--- config.mk ---
export PLATFORM = sky130hd
export DESIGN_NAME = syslog_tag_pid_parser
export DESIGN_NICKNAME = d
export VERILOG_FILES = /design/src/sv/stpp_pkg.sv /design/src/sv/syslog_tag_pid_parser.sv /design/src/sv/stpp_pid_digit.sv
export SDC_FILE = /design/constraint.sdc
export NUM_CORES = 1
export LEC_CHECK = 0
export BUFFER_PORTS_ARGS = -buffer_cell sky130_fd_sc_hd__buf_4
export CAP_MARGIN = 10
export CORE_MARGIN = 2
export CORE_UTILIZATION = 50
export DETAILED_ROUTE_END_ITERATION = 7
export PLACE_DENSITY = 0.72
export SLEW_MARGIN = 20
export SYNTH_ARGS = -nofsm -noshare
export SYNTH_HDL_FRONTEND = slang
export SYNTH_SLANG_ARGS = --single-unit
--- constraint.sdc ---
create_clock -name clk -period 7.7 [get_ports clk]
set_input_delay 1.54 -clock clk [delete_from_list [all_inputs] [get_ports clk]]
set_output_delay 1.54 -clock clk [all_outputs]
set_load 0.005 [all_outputs]
--- src/sv/stpp_pkg.sv ---
`default_nettype none
package stpp_pkg;

  localparam int unsigned PID_W = 23;
  localparam logic [PID_W-1:0] PID_LIMIT = 23'd4194304;

  localparam logic [7:0] CHAR_COLON = 8'h3A;
  localparam logic [7:0] CHAR_CLOSE = 8'h5D;
  localparam logic [7:0] CHAR_OPEN  = 8'h5B;
  localparam logic [7:0] CHAR_ZERO  = 8'h30;
  localparam logic [7:0] CHAR_NINE  = 8'h39;
  localparam logic [7:0] CHAR_SP    = 8'h20;
  localparam logic [7:0] CHAR_TAB   = 8'h09;
  localparam logic [7:0] CHAR_LF    = 8'h0A;
  localparam logic [7:0] CHAR_CR    = 8'h0D;
  localparam logic [7:0] CHAR_NUL   = 8'h00;

  typedef enum logic [2:0] {
    PH_WS    = 3'b001,
    PH_TOKEN = 3'b010,
    PH_DONE  = 3'b100
  } phase_t;

  typedef struct packed {
    logic [7:0] data_byte;
    logic       is_last;
  } in_beat_t;

  typedef struct packed {
    logic             found;
    logic             ident_present;
    logic [10:0]      ident_offset;
    logic [11:0]      ident_length;
    logic [PID_W-1:0] pid_value;
    logic [11:0]      consumed_length;
  } out_beat_t;

endpackage
`default_nettype wire

--- src/sv/syslog_tag_pid_parser.sv ---
`default_nettype none
// Channel  Direction  Payload               Handshake
// in_      input      stpp_pkg::in_beat_t   in_valid / in_ready
// out_     output     stpp_pkg::out_beat_t  out_valid / out_ready
// cfg_     input      max_ident_len, 12 bit cfg_we, no wait
//
// The block takes one byte beat per clock while in_ready is high. The scan state
// is registered on each accepted beat; on the final beat the result is formed from
// the next-state values and loaded into the output register, so out_valid rises in
// the cycle after acceptance. in_ready falls only while a result waits in the output
// register and out_ready is low. Synchronous reset clears the scan state, the output
// valid flag and sets max_ident_len to 255.
module syslog_tag_pid_parser #(
  parameter int unsigned MAX_MSG_LEN = 2048
) (
  input  wire logic                clk,
  input  wire logic                rst_n,
  input  wire logic                in_valid,
  output logic                     in_ready,
  input  wire stpp_pkg::in_beat_t  in_data,
  output logic                     out_valid,
  input  wire logic                out_ready,
  output stpp_pkg::out_beat_t      out_data,
  input  wire logic                cfg_we,
  input  wire logic [11:0]         cfg_wdata
);

  // Positions run from 0 up to MAX_MSG_LEN inclusive.
  localparam int unsigned POS_W = $clog2(MAX_MSG_LEN + 1);
  // Working width for results: wide enough for the output fields and a position plus one.
  localparam int unsigned W = (POS_W + 1 > 12) ? POS_W + 1 : 12;
  localparam int unsigned PW = stpp_pkg::PID_W;

  logic [11:0]          max_len_r;
  logic [POS_W-1:0]     pos_r, pos_nxt;
  stpp_pkg::phase_t     phase_r, phase_nxt;
  logic [POS_W-1:0]     tok_start_r, tok_start_nxt;
  logic [POS_W-1:0]     tok_end_r, tok_end_nxt;
  logic [POS_W-1:0]     obr_pos_r, obr_pos_nxt;
  logic                 brk_seen_r, brk_seen_nxt;
  logic [PW-1:0]        acc_r, acc_nxt;
  logic                 dig_ok_r, dig_ok_nxt;
  logic [PW-1:0]        pid_close_r, pid_close_nxt;
  logic                 pid_ok_close_r, pid_ok_close_nxt;
  logic [15:0]          prev_r, prev_nxt;
  logic                 sep_r, sep_nxt;

  logic                 out_valid_r;
  stpp_pkg::out_beat_t  out_data_r;
  stpp_pkg::out_beat_t  result;

  logic                 accept;
  logic                 pos_ok;
  logic                 is_space;
  logic [7:0]           b;
  logic [PW-1:0]        acc_step;
  logic                 acc_ovf;

  // Values at the end of the message, used only to form the result.
  logic [POS_W-1:0]     fin_end;
  logic [POS_W-1:0]     tlen;
  logic [POS_W-1:0]     id_len;
  logic                 found;

  assign b        = in_data.data_byte;
  assign in_ready = !out_valid_r || out_ready;
  assign accept   = in_valid && in_ready;
  assign pos_ok   = (pos_r < POS_W'(MAX_MSG_LEN)) && (phase_r != stpp_pkg::PH_DONE);
  assign is_space = (b == stpp_pkg::CHAR_SP) || (b == stpp_pkg::CHAR_TAB) ||
                    (b == stpp_pkg::CHAR_LF) || (b == stpp_pkg::CHAR_CR);

  stpp_pid_digit u_digit (
    .acc      (acc_r),
    .digit    (4'(b - stpp_pkg::CHAR_ZERO)),
    .acc_nxt  (acc_step),
    .overflow (acc_ovf)
  );

  // Per-byte scan: whitespace skip, token collection and bracketed PID tracking.
  always_comb begin
    pos_nxt          = pos_r;
    phase_nxt        = phase_r;
    tok_start_nxt    = tok_start_r;
    tok_end_nxt      = tok_end_r;
    obr_pos_nxt      = obr_pos_r;
    brk_seen_nxt     = brk_seen_r;
    acc_nxt          = acc_r;
    dig_ok_nxt       = dig_ok_r;
    pid_close_nxt    = pid_close_r;
    pid_ok_close_nxt = pid_ok_close_r;
    prev_nxt         = prev_r;
    sep_nxt          = sep_r;

    if (accept && pos_ok) begin
      if (b == stpp_pkg::CHAR_NUL) begin
        // A NUL byte ends the text; it is not taken as a separator.
        if (phase_r == stpp_pkg::PH_TOKEN) begin
          tok_end_nxt = pos_r;
        end
        phase_nxt = stpp_pkg::PH_DONE;
      end else if (is_space) begin
        if (phase_r == stpp_pkg::PH_TOKEN) begin
          tok_end_nxt = pos_r;
          sep_nxt     = 1'b1;
          phase_nxt   = stpp_pkg::PH_DONE;
        end
      end else begin
        if (phase_r == stpp_pkg::PH_WS) begin
          phase_nxt     = stpp_pkg::PH_TOKEN;
          tok_start_nxt = pos_r;
          prev_nxt      = 16'h0000;
          brk_seen_nxt  = 1'b0;
        end
        prev_nxt = {prev_nxt[7:0], b};
        if (b == stpp_pkg::CHAR_OPEN) begin
          brk_seen_nxt = 1'b1;
          obr_pos_nxt  = pos_r;
          acc_nxt      = '0;
          dig_ok_nxt   = 1'b1;
        end else if (b == stpp_pkg::CHAR_CLOSE) begin
          pid_close_nxt    = acc_r;
          pid_ok_close_nxt = dig_ok_r;
          dig_ok_nxt       = 1'b0;
        end else if (b >= stpp_pkg::CHAR_ZERO && b <= stpp_pkg::CHAR_NINE) begin
          if (dig_ok_r) begin
            acc_nxt = acc_step;
            if (acc_ovf) begin
              dig_ok_nxt = 1'b0;
            end
          end
        end else begin
          dig_ok_nxt = 1'b0;
        end
      end
      pos_nxt = pos_r + POS_W'(1);
    end

    // A token still open at the final byte ends just after the current byte.
    fin_end = (phase_nxt == stpp_pkg::PH_TOKEN) ? pos_nxt : tok_end_nxt;
  end

  // Result of the message from the state after its final byte.
  always_comb begin
    tlen   = fin_end - tok_start_nxt;
    id_len = tlen - POS_W'(1);
    found  = (fin_end > tok_start_nxt) && (prev_nxt[7:0] == stpp_pkg::CHAR_COLON);
    result = '0;
    if (found) begin
      result.found = 1'b1;
      if (id_len != '0 && prev_nxt[15:8] == stpp_pkg::CHAR_CLOSE && brk_seen_nxt) begin
        // The bracketed PID is cut off the identifier.
        id_len = obr_pos_nxt - tok_start_nxt;
        if (pid_ok_close_nxt && pid_close_nxt != '0 &&
            pid_close_nxt <= stpp_pkg::PID_LIMIT) begin
          result.pid_value = pid_close_nxt;
        end
      end
      if (W'(id_len) <= W'(max_len_r)) begin
        result.ident_present = 1'b1;
        result.ident_offset  = 11'(W'(tok_start_nxt));
        result.ident_length  = 12'(W'(id_len));
      end
      result.consumed_length = 12'(W'(fin_end) + W'(sep_nxt));
    end
  end

  always_ff @(posedge clk) begin
    if (!rst_n) begin
      max_len_r <= 12'd255;
    end else if (cfg_we) begin
      max_len_r <= cfg_wdata;
    end
  end

  // Scan state returns to its reset value after every final byte.
  always_ff @(posedge clk) begin
    if (!rst_n || (accept && in_data.is_last)) begin
      pos_r          <= '0;
      phase_r        <= stpp_pkg::PH_WS;
      tok_start_r    <= '0;
      tok_end_r      <= '0;
      obr_pos_r      <= '0;
      brk_seen_r     <= 1'b0;
      acc_r          <= '0;
      dig_ok_r       <= 1'b0;
      pid_close_r    <= '0;
      pid_ok_close_r <= 1'b0;
      prev_r         <= '0;
      sep_r          <= 1'b0;
    end else begin
      pos_r          <= pos_nxt;
      phase_r        <= phase_nxt;
      tok_start_r    <= tok_start_nxt;
      tok_end_r      <= tok_end_nxt;
      obr_pos_r      <= obr_pos_nxt;
      brk_seen_r     <= brk_seen_nxt;
      acc_r          <= acc_nxt;
      dig_ok_r       <= dig_ok_nxt;
      pid_close_r    <= pid_close_nxt;
      pid_ok_close_r <= pid_ok_close_nxt;
      prev_r         <= prev_nxt;
      sep_r          <= sep_nxt;
    end
  end

  // Output register: holds a result beat until the consumer takes it.
  always_ff @(posedge clk) begin
    if (!rst_n) begin
      out_valid_r <= 1'b0;
    end else if (accept && in_data.is_last) begin
      out_valid_r <= 1'b1;
    end else if (out_ready) begin
      out_valid_r <= 1'b0;
    end
  end

  always_ff @(posedge clk) begin
    if (accept && in_data.is_last) begin
      out_data_r <= result;
    end
  end

  assign out_valid = out_valid_r;
  assign out_data  = out_data_r;

endmodule
`default_nettype wire

--- src/sv/stpp_pid_digit.sv ---
`default_nettype none
// One decimal digit step of the PID accumulator, saturating just above the limit.
module stpp_pid_digit (
  input  wire logic [stpp_pkg::PID_W-1:0] acc,
  input  wire logic [3:0]                 digit,
  output logic      [stpp_pkg::PID_W-1:0] acc_nxt,
  output logic                            overflow
);

  localparam int unsigned PROD_W = stpp_pkg::PID_W + 4;

  logic [PROD_W-1:0] prod;

  // acc * 10 as (acc << 3) + (acc << 1), plus the digit.
  assign prod = {1'b0, acc, 3'b000} + {3'b000, acc, 1'b0} + PROD_W'(digit);
  assign overflow = prod > PROD_W'(stpp_pkg::PID_LIMIT);
  assign acc_nxt = overflow ? (stpp_pkg::PID_LIMIT + stpp_pkg::PID_W'(1))
                            : prod[stpp_pkg::PID_W-1:0];

endmodule
`default_nettype wire
Yosys cells after proc, flatten, opt, wreduce, memory -nomap -nowiden
Cells that the tools add are included.
Operators by class
  $add $sub $neg: 8
  magnitude comparators: 7
  equal/unequal tests: 13
  muxes and demuxes: 60
  bitwise logic cells: 2
  reductions and logical operators: 27
Operators by type and width (number)
  $mux 23: 12
  $mux 12: 16
  $mux 60: 1
  $mux 16: 3
  $add 26x24->27: 1
  $add 27x4->27: 1
  $gt 27x23->1 const B: 1
  $eq 8x4->1 const B: 3
  $eq 8x7->1 const B: 3
  $mux 24: 1
  $sub 12x12->12: 2
  $le 23x23->1 const B: 1
  $reduce_bool 23->1: 1
  $mux 1: 21
  $eq 8x6->1 const B: 2
  $mux 3: 5
  $add 12x1->12: 1
  $add 12x1->12 const B: 1
  $gt 12x12->1: 1
  $le 12x12->1: 1
  $lt 12x12->1 const B: 1
  $reduce_bool 12->1: 1
  $sub 12x1->12 const B: 1
  $logic_and 1x1->1: 10
  other kinds (16): 26
Word-level totals
  register bits after elaboration: 190
  input port bits: 26
  output and inout bits: 62
  logic and storage cells: 137

Logic depth before layout (Yosys ltp)
Gate-level depths: netlist of the first run.
  depth in word-level cells: 19
  gate-level depth with buffers: 34
  mapped depth without buffers: 30

Cells and area by module
A second synthesis of the first run with hierarchy kept.
Unflattened totals
  cells, all modules: 1348
  area total of the unflattened synthesis: 12119.1 µm²
By module, submodules not included
  syslog_tag_pid_parser: times used 1, cells each 1047, area an instance 9739.3 µm², seq. area each 4404.2 µm²
  stpp_pid_digit: times used 1, cells each 301, area an instance 2379.8 µm², seq. area each 0.0 µm²

Worst setup path after synthesis of the first run
No wires, ideal clock.
  path kind: input to register
  start point: input in_data[2] (netlist bit)
  end point: register out_data_r (netlist bit out_data[37]) (data pin)
  setup time: 0.167 ns
  data arrival time: 7.508 ns
  data required time: 7.533 ns
  setup slack: 0.025 ns
  stages: 32
  path buffers: 4
  cell sequence: buf_6 or4_4 or3_4 o21ai_2 o21ai_2 buf_6 nor2_2 nand2_1 nand2_1 o21ai_0 o21a_1 ha_1 fa_1 a21o_1 a21oi_1 o221ai_1 xor2_1 nor3_1 nand3_1 nand4bb_1 clkbuf_1 nand3_1 nand2_1 ha_1 a21o_1 a21o_1 a21oi_1 nor2_1 a2111oi_0 o21bai_1 clkbuf_1 a211oi_1
Between the ends
  longest elaborated chain between the ends: 18
  elaborated cells between the ends (all ways): 45
  classes of those cells: add/sub (3); order compare (2); eq/ne (8); mux (23); reduce/logical (9)
RTL lines
  from (decl): line syslog_tag_pid_parser.sv:20  | input wire stpp_pkg::in_beat_t in_data,
  $eq 8x6->1 / $eq 8x4->1 (equally long branches): line syslog_tag_pid_parser.sv:69  | assign is_space = (b == stpp_pkg::CHAR_SP) || (b == stpp_pkg::CHAR_TAB) ||
  $logic_or 1x1->1 (2 in a row): line syslog_tag_pid_parser.sv:69
  $logic_or 1x1->1: line syslog_tag_pid_parser.sv:70  | (b == stpp_pkg::CHAR_LF) || (b == stpp_pkg::CHAR_CR);
  $mux 3: line syslog_tag_pid_parser.sv:101  | end else if (is_space) begin
  $mux 3: line syslog_tag_pid_parser.sv:95  | if (b == stpp_pkg::CHAR_NUL) begin
  $mux 3: line syslog_tag_pid_parser.sv:94  | if (accept && pos_ok) begin
  $eq 3x2->1: line syslog_tag_pid_parser.sv:139  | fin_end = (phase_nxt == stpp_pkg::PH_TOKEN) ? pos_nxt : tok_end_nxt;
  $mux 12: line syslog_tag_pid_parser.sv:139
  $sub 12x12->12: line syslog_tag_pid_parser.sv:144  | tlen = fin_end - tok_start_nxt;
  $sub 12x1->12: line syslog_tag_pid_parser.sv:145  | id_len = tlen - POS_W'(1);
  $reduce_bool 12->1: line syslog_tag_pid_parser.sv:150  | if (id_len != '0 && prev_nxt[15:8] == stpp_pkg::CHAR_CLOSE && brk_seen_nxt) begin
  $logic_and 1x1->1 (2 in a row): line syslog_tag_pid_parser.sv:150
  $mux 12: line syslog_tag_pid_parser.sv:150
  $mux 12: line syslog_tag_pid_parser.sv:148  | if (found) begin
  $le 12x12->1: line syslog_tag_pid_parser.sv:158  | if (W'(id_len) <= W'(max_len_r)) begin
  $reduce_and 2->1 (no source line)
  to (signal assigned): line syslog_tag_pid_parser.sv:219  | out_data_r <= result;
  to (decl): line syslog_tag_pid_parser.sv:49  | stpp_pkg::out_beat_t out_data_r;
Parallel ways exist; a longest one is shown, timed or not. The select of a mux whose other input is x is not followed.
A chain may end at the register's enable or synchronous reset.

Final worst setup path of the first run
  start point: input in_data[1] (netlist bit)
  end point: register out_data_r (netlist bit out_data[37]) (data pin)
Same word-level chain as after synthesis.

==> results of run 1 <==
## cells by family (layout without fill, tap and decap cells)
family	after synthesis	count (layout)	share of synthesized area
flip-flops	190	190	0.393
XOR/XNOR	54	54	0.0422
multiplexers	52	52	0.0477
adder cells (fa/ha/maj)	88	88	0.101
buffers and inverters	95	212	0.0357
AND/OR/NAND/NOR	487	487	0.212
AO/OA/AOI/OAI	273	273	0.169
## per-stage QoR
step                area, um2  setup TNS, ns  hold slack, ns
global route            13100              0           0.470
floorplan               11200              0           0.427
detailed placement      12400          -1.62           0.446
finish                  13100              0           0.454
global placement        12400              0           0.440
CTS                     13000              0           0.458
## final cells by class
cell class / instances / share of cell area
Clock buffer: 17 / 0.0325
Clock inverter: 15 / 0.0150
Inverter: 38 / 0.0109
Multi-Input combinational cell: 954 / 0.494
Sequential cell: 190 / 0.337
Tap cell: 280 / 0.0268
Timing Repair Buffer: 142 / 0.0835
## per-layer routing
| metal | global-route usage | share of wire | vias to the layer above |
|---|---|---|---|
| li1 | - | - | 4692 |
| met5 | 0 | 0 | - |
| met1 | 0.334 | 0.46 | 4436 |
| met4 | 0.0786 | 0.024 | 0 |
| met3 | 0.0414 | 0.050 | 59 |
| met2 | 0.386 | 0.46 | 293 |
## what timing repair did
action                                  4_1_cts  5_1_grt
hold buffers                                  0        0
buffers inserted                              0        1
resized for setup                             0        8
endpoints found under the setup margin        0       24
## final timing paths
kind	slack, ns	end	startpoint
max	0.35	out_data[37]$_SDFFCE_PN0P_	in_data[1]
min	0.45	prev_r[11]$_SDFF_PP0_	prev_r[11]$_SDFF_PP0_
max reg2reg	1.21	out_data[37]$_SDFFCE_PN0P_	phase_r[0]$_SDFF_PP1_
min reg2reg	0.45	prev_r[11]$_SDFF_PP0_	prev_r[11]$_SDFF_PP0_
## registers in the layout (all words and copies together), names as in the netlist
signal / cells
dig_ok_r: 1
out_data: 60
pos_r: 12
tok_start_r: 12
max_len_r: 12
pid_close_r: 23
brk_seen_r: 1
pid_ok_close_r: 1
tok_end_r: 12
out_valid: 1
sep_r: 1
prev_r: 16
obr_pos_r: 12
acc_r: 23
phase_r: 3
## critical path: cells and delay by family
kind	cells	cell delay (ns)
AND/OR/NAND/NOR	8	1.57
AO/OA/AOI/OAI	15	2.61
adder cells (fa/ha/maj)	3	0.91
buffers and inverters	5	0.77
XOR/XNOR	1	0.21
## cells in the final DEF (no fill, tap or decap), drive strengths merged, types with 17 or more instances in the layout
cell    synthesis  final
clkbuf         49     17
dfxtp         130    130
o21ai          50     50
edfxtp         60     60
xnor2          32     32
buf             8    142
nand2         148    148
nor2          144    144
nand4          24     24
nor2b          24     24
nor4           18     18
a21oi          83     83
and2           18     18
a21o           17     17
inv            38     45
ha             84     84
nor3           19     19
xor2           22     22
mux2i          41     41
nand3          26     26
o211ai         19     19
## where the power goes
part           internal [mW]  switching, mW
logic                  0.256          0.301
clock network          0.471          0.462
registers               1.05         0.0126
total                   1.78          0.776
==> metrics.txt, run 1 <==
Max Root-Sink Buffers=2; clock sink count=190; Post-Route WL=around 29000 um; crit path max fanout=13; Critical Path Max Stage Delay=about 0.56 ns; Syn. warnings=0; sequential area share after synthesis=0.393; multi-input gate area in the final layout=0.00646 mm2; WHS Path Cells=2; CTS buffer count=17; Fmax=136 MHz; die area=0.0236 mm2; H-tree depth=4; post-route antenna net violation count=0; Tot GR Track Use=0.242; fin nets=1457; Setup Skew=approximately 0.016 ns; crit end category=register; Post-Layout Cell Count=1636; Peak VDD IR=between 0.15 and 0.2 mV; count leader, synth=nand2_1; ANT cells=0; Final Critical Period=7.35 ns; max-cap viol count=0; TritonCTS clock tree=yes; global-route wire length before repair=46300 um; core area=0.0219 mm2; post-synth top area share=0.232; share of layout cells above drive strength 1=0.174; Syn-to-layout area delta=16.6%; DRT iter0 DRCs=653; area leader, netlist=dfxtp_1; routability cong.=0.926; synth top area cells=dfxtp_1, edfxtp_1, ha_1; Rel. slew slack=0.375; CP max stage cell=or4_4; Async SR Flop Fraction=0; PnR worst setup slack=roughly 0.35 ns; outcome=complete, no violations; synth cell count leaders=nand2_1, nor2_1, dfxtp_1; Hold Path Class=register to register; Routed wire per std cell=17.5 um; DR vias/cell=5.79; Register Area=0.00440 mm2; drt first pass iters=5; R2R depth=31; Syn Nets=1353; Row Count=54; Worst-Skew Late Latency=0.46 ns; Syn Area/Cell=9.05 um2; DR vias=9480; critical path class=primary input to register; Die H=approximately 150 um; starting density of the core=0.512; leakage power=5.34 nW; total I/O pin count=88; die width=154 um; most used cell, CP=buf_4; Core Util, Final=0.597; Post-synth EDFFs=60; mapped cell area=between 0.01 and 0.015 mm2; Final Hold Viols=0; largest net degree at the start of global routing=55; RSZ-0062 raised after global routing=no; total power=2.55 mW; CP Launch Type=primary input; pwr/cell area=195 mW/mm2; WP data required=7.96 ns; clock-pin slew on the worst setup and hold paths=0.08 ns; worst-margin pin slew=around 0.94 ns; grt total ovfl=0; Yosys cell types=92; Main synth FF type=dfxtp_1; antenna violations before repair=0; root cell of the clock tree=clkbuf_16; post-route DRC violation count=0; Final setup viols=0; Slew Viols, Final=0; Final period util=0.955; Port Buf Inserts=between 80 and 90; vias in the first global route=8946; placed cells=1603; Seq cells post-synth=between 150 and 200; worst slack at placement=-0.194 ns; Fillers=approximately 1900; Gate Count Post-Synth=1239; Post-DP HPWL=roughly 21000 um; critical path data arrival time=roughly 7.6 ns
(Power assumes the default switching activity.)
==> inputs of run 2 (changes only) <==
Settings changed: SKIP_LAST_GASP set to 1.
Clock period 7.7 ns to 6.2 ns, I/O delays scaled along.
==> run 2 against run 1 <==
The run now ends with setup timing left. Flip-flop and latch count stayed put. Die area unchanged. Via count is 11% higher. Largest power group unchanged. Critical path type unchanged. Worst setup slack worse by 0.82 ns.
==> metrics.txt, run 2 (synthesized netlist as in run 1, its figures left out) <==
Post-DP HPWL=22900 um (+8.2%); antenna violations before repair=0 (unchanged); DRT iter0 DRCs=933 (+43%); Die H=154 um (unchanged); pwr/cell area=250 mW/mm2 (+28%); RSZ-0062 raised after global routing=yes; Routed wire per std cell=18.5 um (+5.7%); starting density of the core=0.512 (unchanged); grt total ovfl=0 (unchanged); Worst-Skew Late Latency=0.46 ns (about the same); critical path class=primary input to register; die width=154 um (unchanged); worst-margin pin slew=1.04 ns (+0.105 ns); Port Buf Inserts=87 (unchanged); crit path max fanout=17 (+4); drt first pass iters=6 (+1); Final period util=1.08; Syn-to-layout area delta=29.3%; post-route antenna net violation count=0 (unchanged); core area=0.0219 mm2 (unchanged); H-tree depth=4 (unchanged); total I/O pin count=88 (unchanged); CTS buffer count=17 (unchanged); Reg2Reg Setup Slack=0.10 ns (-1.11 ns); Core Util, Final=0.662 (+0.0649); Worst Hold End=prev_r[9]$_SDFF_PP0_; routability cong.=0.915 (-1.2%); Tot GR Track Use=0.265 (+0.0234); Row Count=54 (unchanged); root cell of the clock tree=clkbuf_16; max-cap viol count=0 (unchanged); CP max stage cell=or4_4; most frequent cells in the layout=buf_4, nand2_1, nor2_1; largest net degree at the start of global routing=93 (+69%); # hold bufs at CTS=0 (unchanged); crit path buf inv count=4 (-1); global-route wire length before repair=50300 um (+8.8%); fin nets=1587 (+8.9%); failing checks=setup timing; critical path data arrival time=6.97 ns (-0.64 ns); DR vias=10500 (+11%); PnR worst setup slack=-0.468 ns (-0.818 ns); RR Endpoint=out_data[46]$_SDFFCE_PN0P_; Post-Place Cell Area=0.0133 mm2 (+7.1%); Final Hold Viols=0 (unchanged); Peak VDD IR=0.185 mV (+19%); max reg flops=60 (unchanged); Slew Viols, Final=0 (unchanged); share of layout cells above drive strength 1=0.276 (+0.102); hold_sp=prev_r[9]$_SDFF_PP0_; Fmax=150 MHz; WP data required=6.51 ns (-1.45 ns); ANT cells=0 (unchanged); vias in the first global route=9772 (+9.2%); launching point of the worst reg2reg path=phase_r[0]$_SDFF_PP1_; CP top delay family=compound AO/OA/AOI/OAI gates; TritonCTS clock tree=yes; clock sink count=190 (unchanged); most common cell after layout, fill and taps aside=buf_4; leakage power=6.05 nW (+13%); die area=0.0236 mm2 (unchanged); setup TNS=-9.77 ns (-9.77 ns); CP Launch Type=primary input; Final setup viols=24 (+24); total power=3.62 mW (+42%); DR vias/cell=5.94 (+2.5%); Hold Path Class=register to register; final non-filler cell area=0.0145 mm2 (+11%); WHS Path Cells=2 (unchanged); Critical Path Max Stage Delay=0.55 ns (about the same); Post-Layout Cell Count=1766 (+7.9%); placed cells=1708 (+6.6%); Setup Skew=0.0170 ns (+0.00134 ns); Final Critical Period=roughly 6.7 ns; Max Root-Sink Buffers=2 (unchanged); Rel. slew slack=0.299 (-0.0763); critical path depth=27 (-16%); clock-pin slew on the worst setup and hold paths=0.07 ns (about the same); post-route DRC violation count=0 (unchanged); Post-Route WL=32700 um (+14%); crit end category=register; outcome=finished, violations left; R2R depth=29 (-6.5%)
[run 2: how the worst max path moves through the flow]
stage	to	slack, ns	start
2_1_floorplan	out_data[37]$_SDFFCE_PN0P_	-0.60	in_data[2]
3_3_place_gp	out_data[37]$_SDFFCE_PN0P_	-0.81	in_data[1]
3_5_place_dp	out_data[37]$_SDFFCE_PN0P_	-1.02	in_data[1]
4_1_cts	out_data[46]$_SDFFCE_PN0P_	-0.40	in_data[1]
5_1_grt	out_data[37]$_SDFFCE_PN0P_	-0.66	in_data[2]
6_report	out_data[46]$_SDFFCE_PN0P_	-0.47	in_data[1]
[run 2: power by group]
| part | leakage (nW) | switching, mW | internal [mW] |
|---|---|---|---|
| Sequential | 1.62 | 0.0130 | 1.30 |
| Combinational | 4.12 | 0.531 | 0.565 |
| Clock | 0.316 | 0.546 | 0.658 |
| Total | 6.05 | 1.09 | 2.53 |
[run 2: layout make-up]
class / instances / area (um2)
multi-input combinational: 955 / 6850
clock inverter: 13 / 158
timing repair buffer: 271 / 2120
sequential: 190 / 4400
tap: 280 / 350
clock buffer: 19 / 475
fill: 1737 / 7400
inverter: 38 / 143
[run 2: what timing repair did]
action / CTS / global route
cloned: 1 / 0
endpoints found under the setup margin: 24 / 24
resized for setup: 12 / 51
hold endpoints to repair: 0 / 0
pin swaps: 4 / 27
buffers inserted: 8 / 16
[run 2: metrics by stage]
step / hold slack (ns) / setup slack, ns
final: 0.454 / -0.468
after detailed placement: 0.446 / -1.02
after global placement: 0.437 / -0.806
after floorplan: 0.427 / -0.604
after CTS: 0.456 / -0.399
after global routing: 0.473 / -0.659
[run 2: per-layer routing]
layer,up-vias,routed length (um),global-route usage
li1,4971,-,-
met1,4981,14500,0.371
met2,452,14800,0.411
met3,86,2420,0.0510
met4,0,950,0.0926
met5,-,0,0
[run 2: worst reg2reg max path, delay by kind of cell, from the launching register on]
kind | cells | cell delay (ns)
AOI/OAI and AO/OA | 15 | 3.02
and+or+nand+nor | 7 | 1.30
adders and majority gates | 3 | 0.69
buffers and inverters | 4 | 0.63
DFF | 1 | 0.31
==> inputs of run 3 (changes only) <==
Settings changed: SKIP_LAST_GASP 1 to unset.
==> run 3 against run 2 <==
The run still ends with setup timing left. Non-clock buffer count is the same. Final cell count is the same. Clock power is essentially flat. Combinational power is essentially flat. Total power is essentially flat. First-iteration DRC count shrank 11%. Sequential power is essentially flat. Via count shrank 0.51%. Cell area is essentially flat. Worst hold slack is essentially flat. Routed wire length is essentially flat. Critical path type unchanged.
==> metrics.txt, run 3 (synthesized netlist as in run 1, its figures left out) <==
outcome=finished, violations left; failing checks=setup timing; ANT cells=0 (unchanged); clock-pin slew on the worst setup and hold paths=0.08 ns (about the same); CP top delay family=compound AO/OA/AOI/OAI gates; most frequent cells in the layout=buf_4, nand2_1, nor2_1; most common cell after layout, fill and taps aside=buf_4; Final Hold Viols=0 (unchanged); PnR worst setup slack=-0.452 ns (+0.0158 ns); Rel. slew slack=0.256 (-0.0423); critical path class=primary input to register; crit path max fanout=7 (-10); pwr/cell area=249 mW/mm2 (-0.17%); drt first pass iters=6 (unchanged); root cell of the clock tree=clkbuf_16; wire length on met3=2350 um (-2.8%); Fillers=1732 (-0.29%); crit end category=register; RSZ-0062 raised after global routing=yes; worst-margin pin slew=1.11 ns (+0.0629 ns); Worst setup endpoint=out_data[37]$_SDFFCE_PN0P_; Top Layer Used=met4; H-tree depth=4 (unchanged); worst slack at placement=-1.02 ns (unchanged); CP max stage cell=or4_4; Psw=1.09 mW (-0.32%); DR vias=10400 (-0.51%); CP Launch Type=primary input; Syn-to-layout area delta=29.4% (about the same); hold_sp=prev_r[9]$_SDFF_PP0_; leakage power=6.05 nW (about the same); multi-input gate area in the final layout=0.00686 mm2 (+0.20%); die width=154 um (unchanged); global-route wire length before repair=50300 um (about the same); Sw Ratio=0.300 (-0.000741); starting density of the core=0.512 (unchanged); Setup Skew=0.0206 ns (+0.00356 ns); Critical Path Max Stage Delay=0.55 ns (about the same); total I/O pin count=88 (unchanged); combinational share of power=0.303 (about the same); # hold bufs at CTS=0 (unchanged); core area=0.0219 mm2 (unchanged); WL met1=14600 um (+0.96%); TritonCTS clock tree=yes; CTS buffer count=17 (unchanged); Worst-Skew Late Latency=0.46 ns (about the same); critical path depth=28 (+3.7%); WP data required=6.50 ns (about the same); DR vias/cell=5.91 (-0.51%); antenna violations before repair=0 (unchanged); Fmax=150 MHz (+0.24%); routability cong.=0.915 (unchanged); Reg2Reg Setup Slack=0.14 ns (+0.04 ns); post-route DRC violation count=0 (unchanged); Post-DP HPWL=22900 um (unchanged); met2 wire length=15000 um (+0.92%); Peak VDD IR=0.184 mV (-0.80%); fin nets=1587 (unchanged); vias in the first global route=9768 (-0.041%); DRT iter0 DRCs=832 (-11%); Post-Route WL=32700 um (about the same); grt total ovfl=0 (unchanged); Final Critical Period=6.65 ns (-0.0158 ns); R2R depth=30 (+3.4%); Slew Viols, Final=0 (unchanged); RR Endpoint=out_data[37]$_SDFFCE_PN0P_; share of power burned in registers=0.364 (about the same); Hold Path Class=register to register; launching point of the worst reg2reg path=phase_r[0]$_SDFF_PP1_; critical path data arrival time=6.95 ns (-0.02 ns); Clk pwr share=0.332 (about the same); Tot GR Track Use=0.265 (about the same); Final setup viols=24 (unchanged); Routed wire per std cell=18.5 um (about the same); max reg flops=60 (unchanged); CP startpoint=in_data[1]; post-route antenna net violation count=0 (unchanged); WHS Path Cells=2 (unchanged); largest net degree at the start of global routing=93 (unchanged); crit path buf inv count=4 (unchanged); Final period util=1.07 (-0.00255); die area=0.0236 mm2 (unchanged); Max Root-Sink Buffers=2 (unchanged); Register Area=0.00440 mm2 (unchanged); clock sink count=190 (unchanged); Pint=2.53 mW (about the same); most used cell, CP=buf_6; total power=3.62 mW (about the same); Die H=154 um (unchanged); Row Count=54 (unchanged); max-cap viol count=0 (unchanged); Port Buf Inserts=87 (unchanged); share of layout cells above drive strength 1=0.279 (+0.00336)
-- run 3: cell count changes in the layout (fill, tap and decap cells not counted) --
cell,delta
a21oi_1,-1
a21oi_2,+1
nor2b_2,+1
nor2_2,+3
nor2_1,-3
nor2b_1,-1
-- run 3: worst min-delay path by stage --
| stage | endpoint | slack [ns] |
|---|---|---|
| 4_1_cts | prev_r[8]$_SDFF_PP0_ | 0.46 |
| 3_5_place_dp | prev_r[8]$_SDFF_PP0_ | 0.45 |
| 2_1_floorplan | prev_r[12]$_SDFF_PP0_ | 0.43 |
| 6_report | prev_r[9]$_SDFF_PP0_ | 0.45 |
| 5_1_grt | prev_r[8]$_SDFF_PP0_ | 0.47 |
| 3_3_place_gp | prev_r[9]$_SDFF_PP0_ | 0.44 |
-- run 3: power by group through the flow --
stage | clock network (mW) | logic [mW] | registers [mW]
4_1_cts | 1.21 | 0.880 | 1.32
6_report | 1.20 | 1.10 | 1.32
3_3_place_gp | 0 | 0.823 | 1.35
2_1_floorplan | 0 | 0.480 | 1.35
3_5_place_dp | 0 | 0.840 | 1.35
5_1_grt | 1.25 | 1.17 | 1.32
-- run 3: layout make-up --
type | count | area share
flip-flops and latches | 190 | 0.304
well taps | 280 | 0.0241
clock buffers | 19 | 0.0328
multi-input cells | 955 | 0.473
repair buffers | 271 | 0.146
clock inverters | 13 | 0.0109
inverters | 38 | 0.00983
-- run 3: worst min-delay path, cell delays in order, from the launching register on --
cell and delay (ns):
dfxtp_1 0.31, nand2_1 0.05, a21oi_1 0.05
-- run 3: per-layer routing --
layer | vias to the layer above | global-route usage
met5 | - | 0
met2 | 404 | 0.411
met1 | 5007 | 0.372
li1 | 4965 | -
met3 | 61 | 0.0510
met4 | 0 | 0.0926
-- run 3: per-stage QoR --
step                utilization  cells  cell area [um2]  setup TNS (ns)  hold WS (ns)
floorplan                     -   1239            11300          -12.69         0.427
global placement          0.607   1708            13300          -17.75         0.437
detailed placement        0.607   1708            13300          -22.51         0.446
CTS                       0.642   1749            14000           -8.01         0.456
global route              0.663   1766            14500          -14.41         0.473
finish                    0.663   1766            14500           -9.91         0.453
-- run 3: repair_timing --
action,in CTS,in global routing
buffers inserted,8,16
resized for setup,12,56
pin swaps,5,27
endpoints found under the setup margin,24,24
cloned,1,0
hold endpoints to repair,0,0
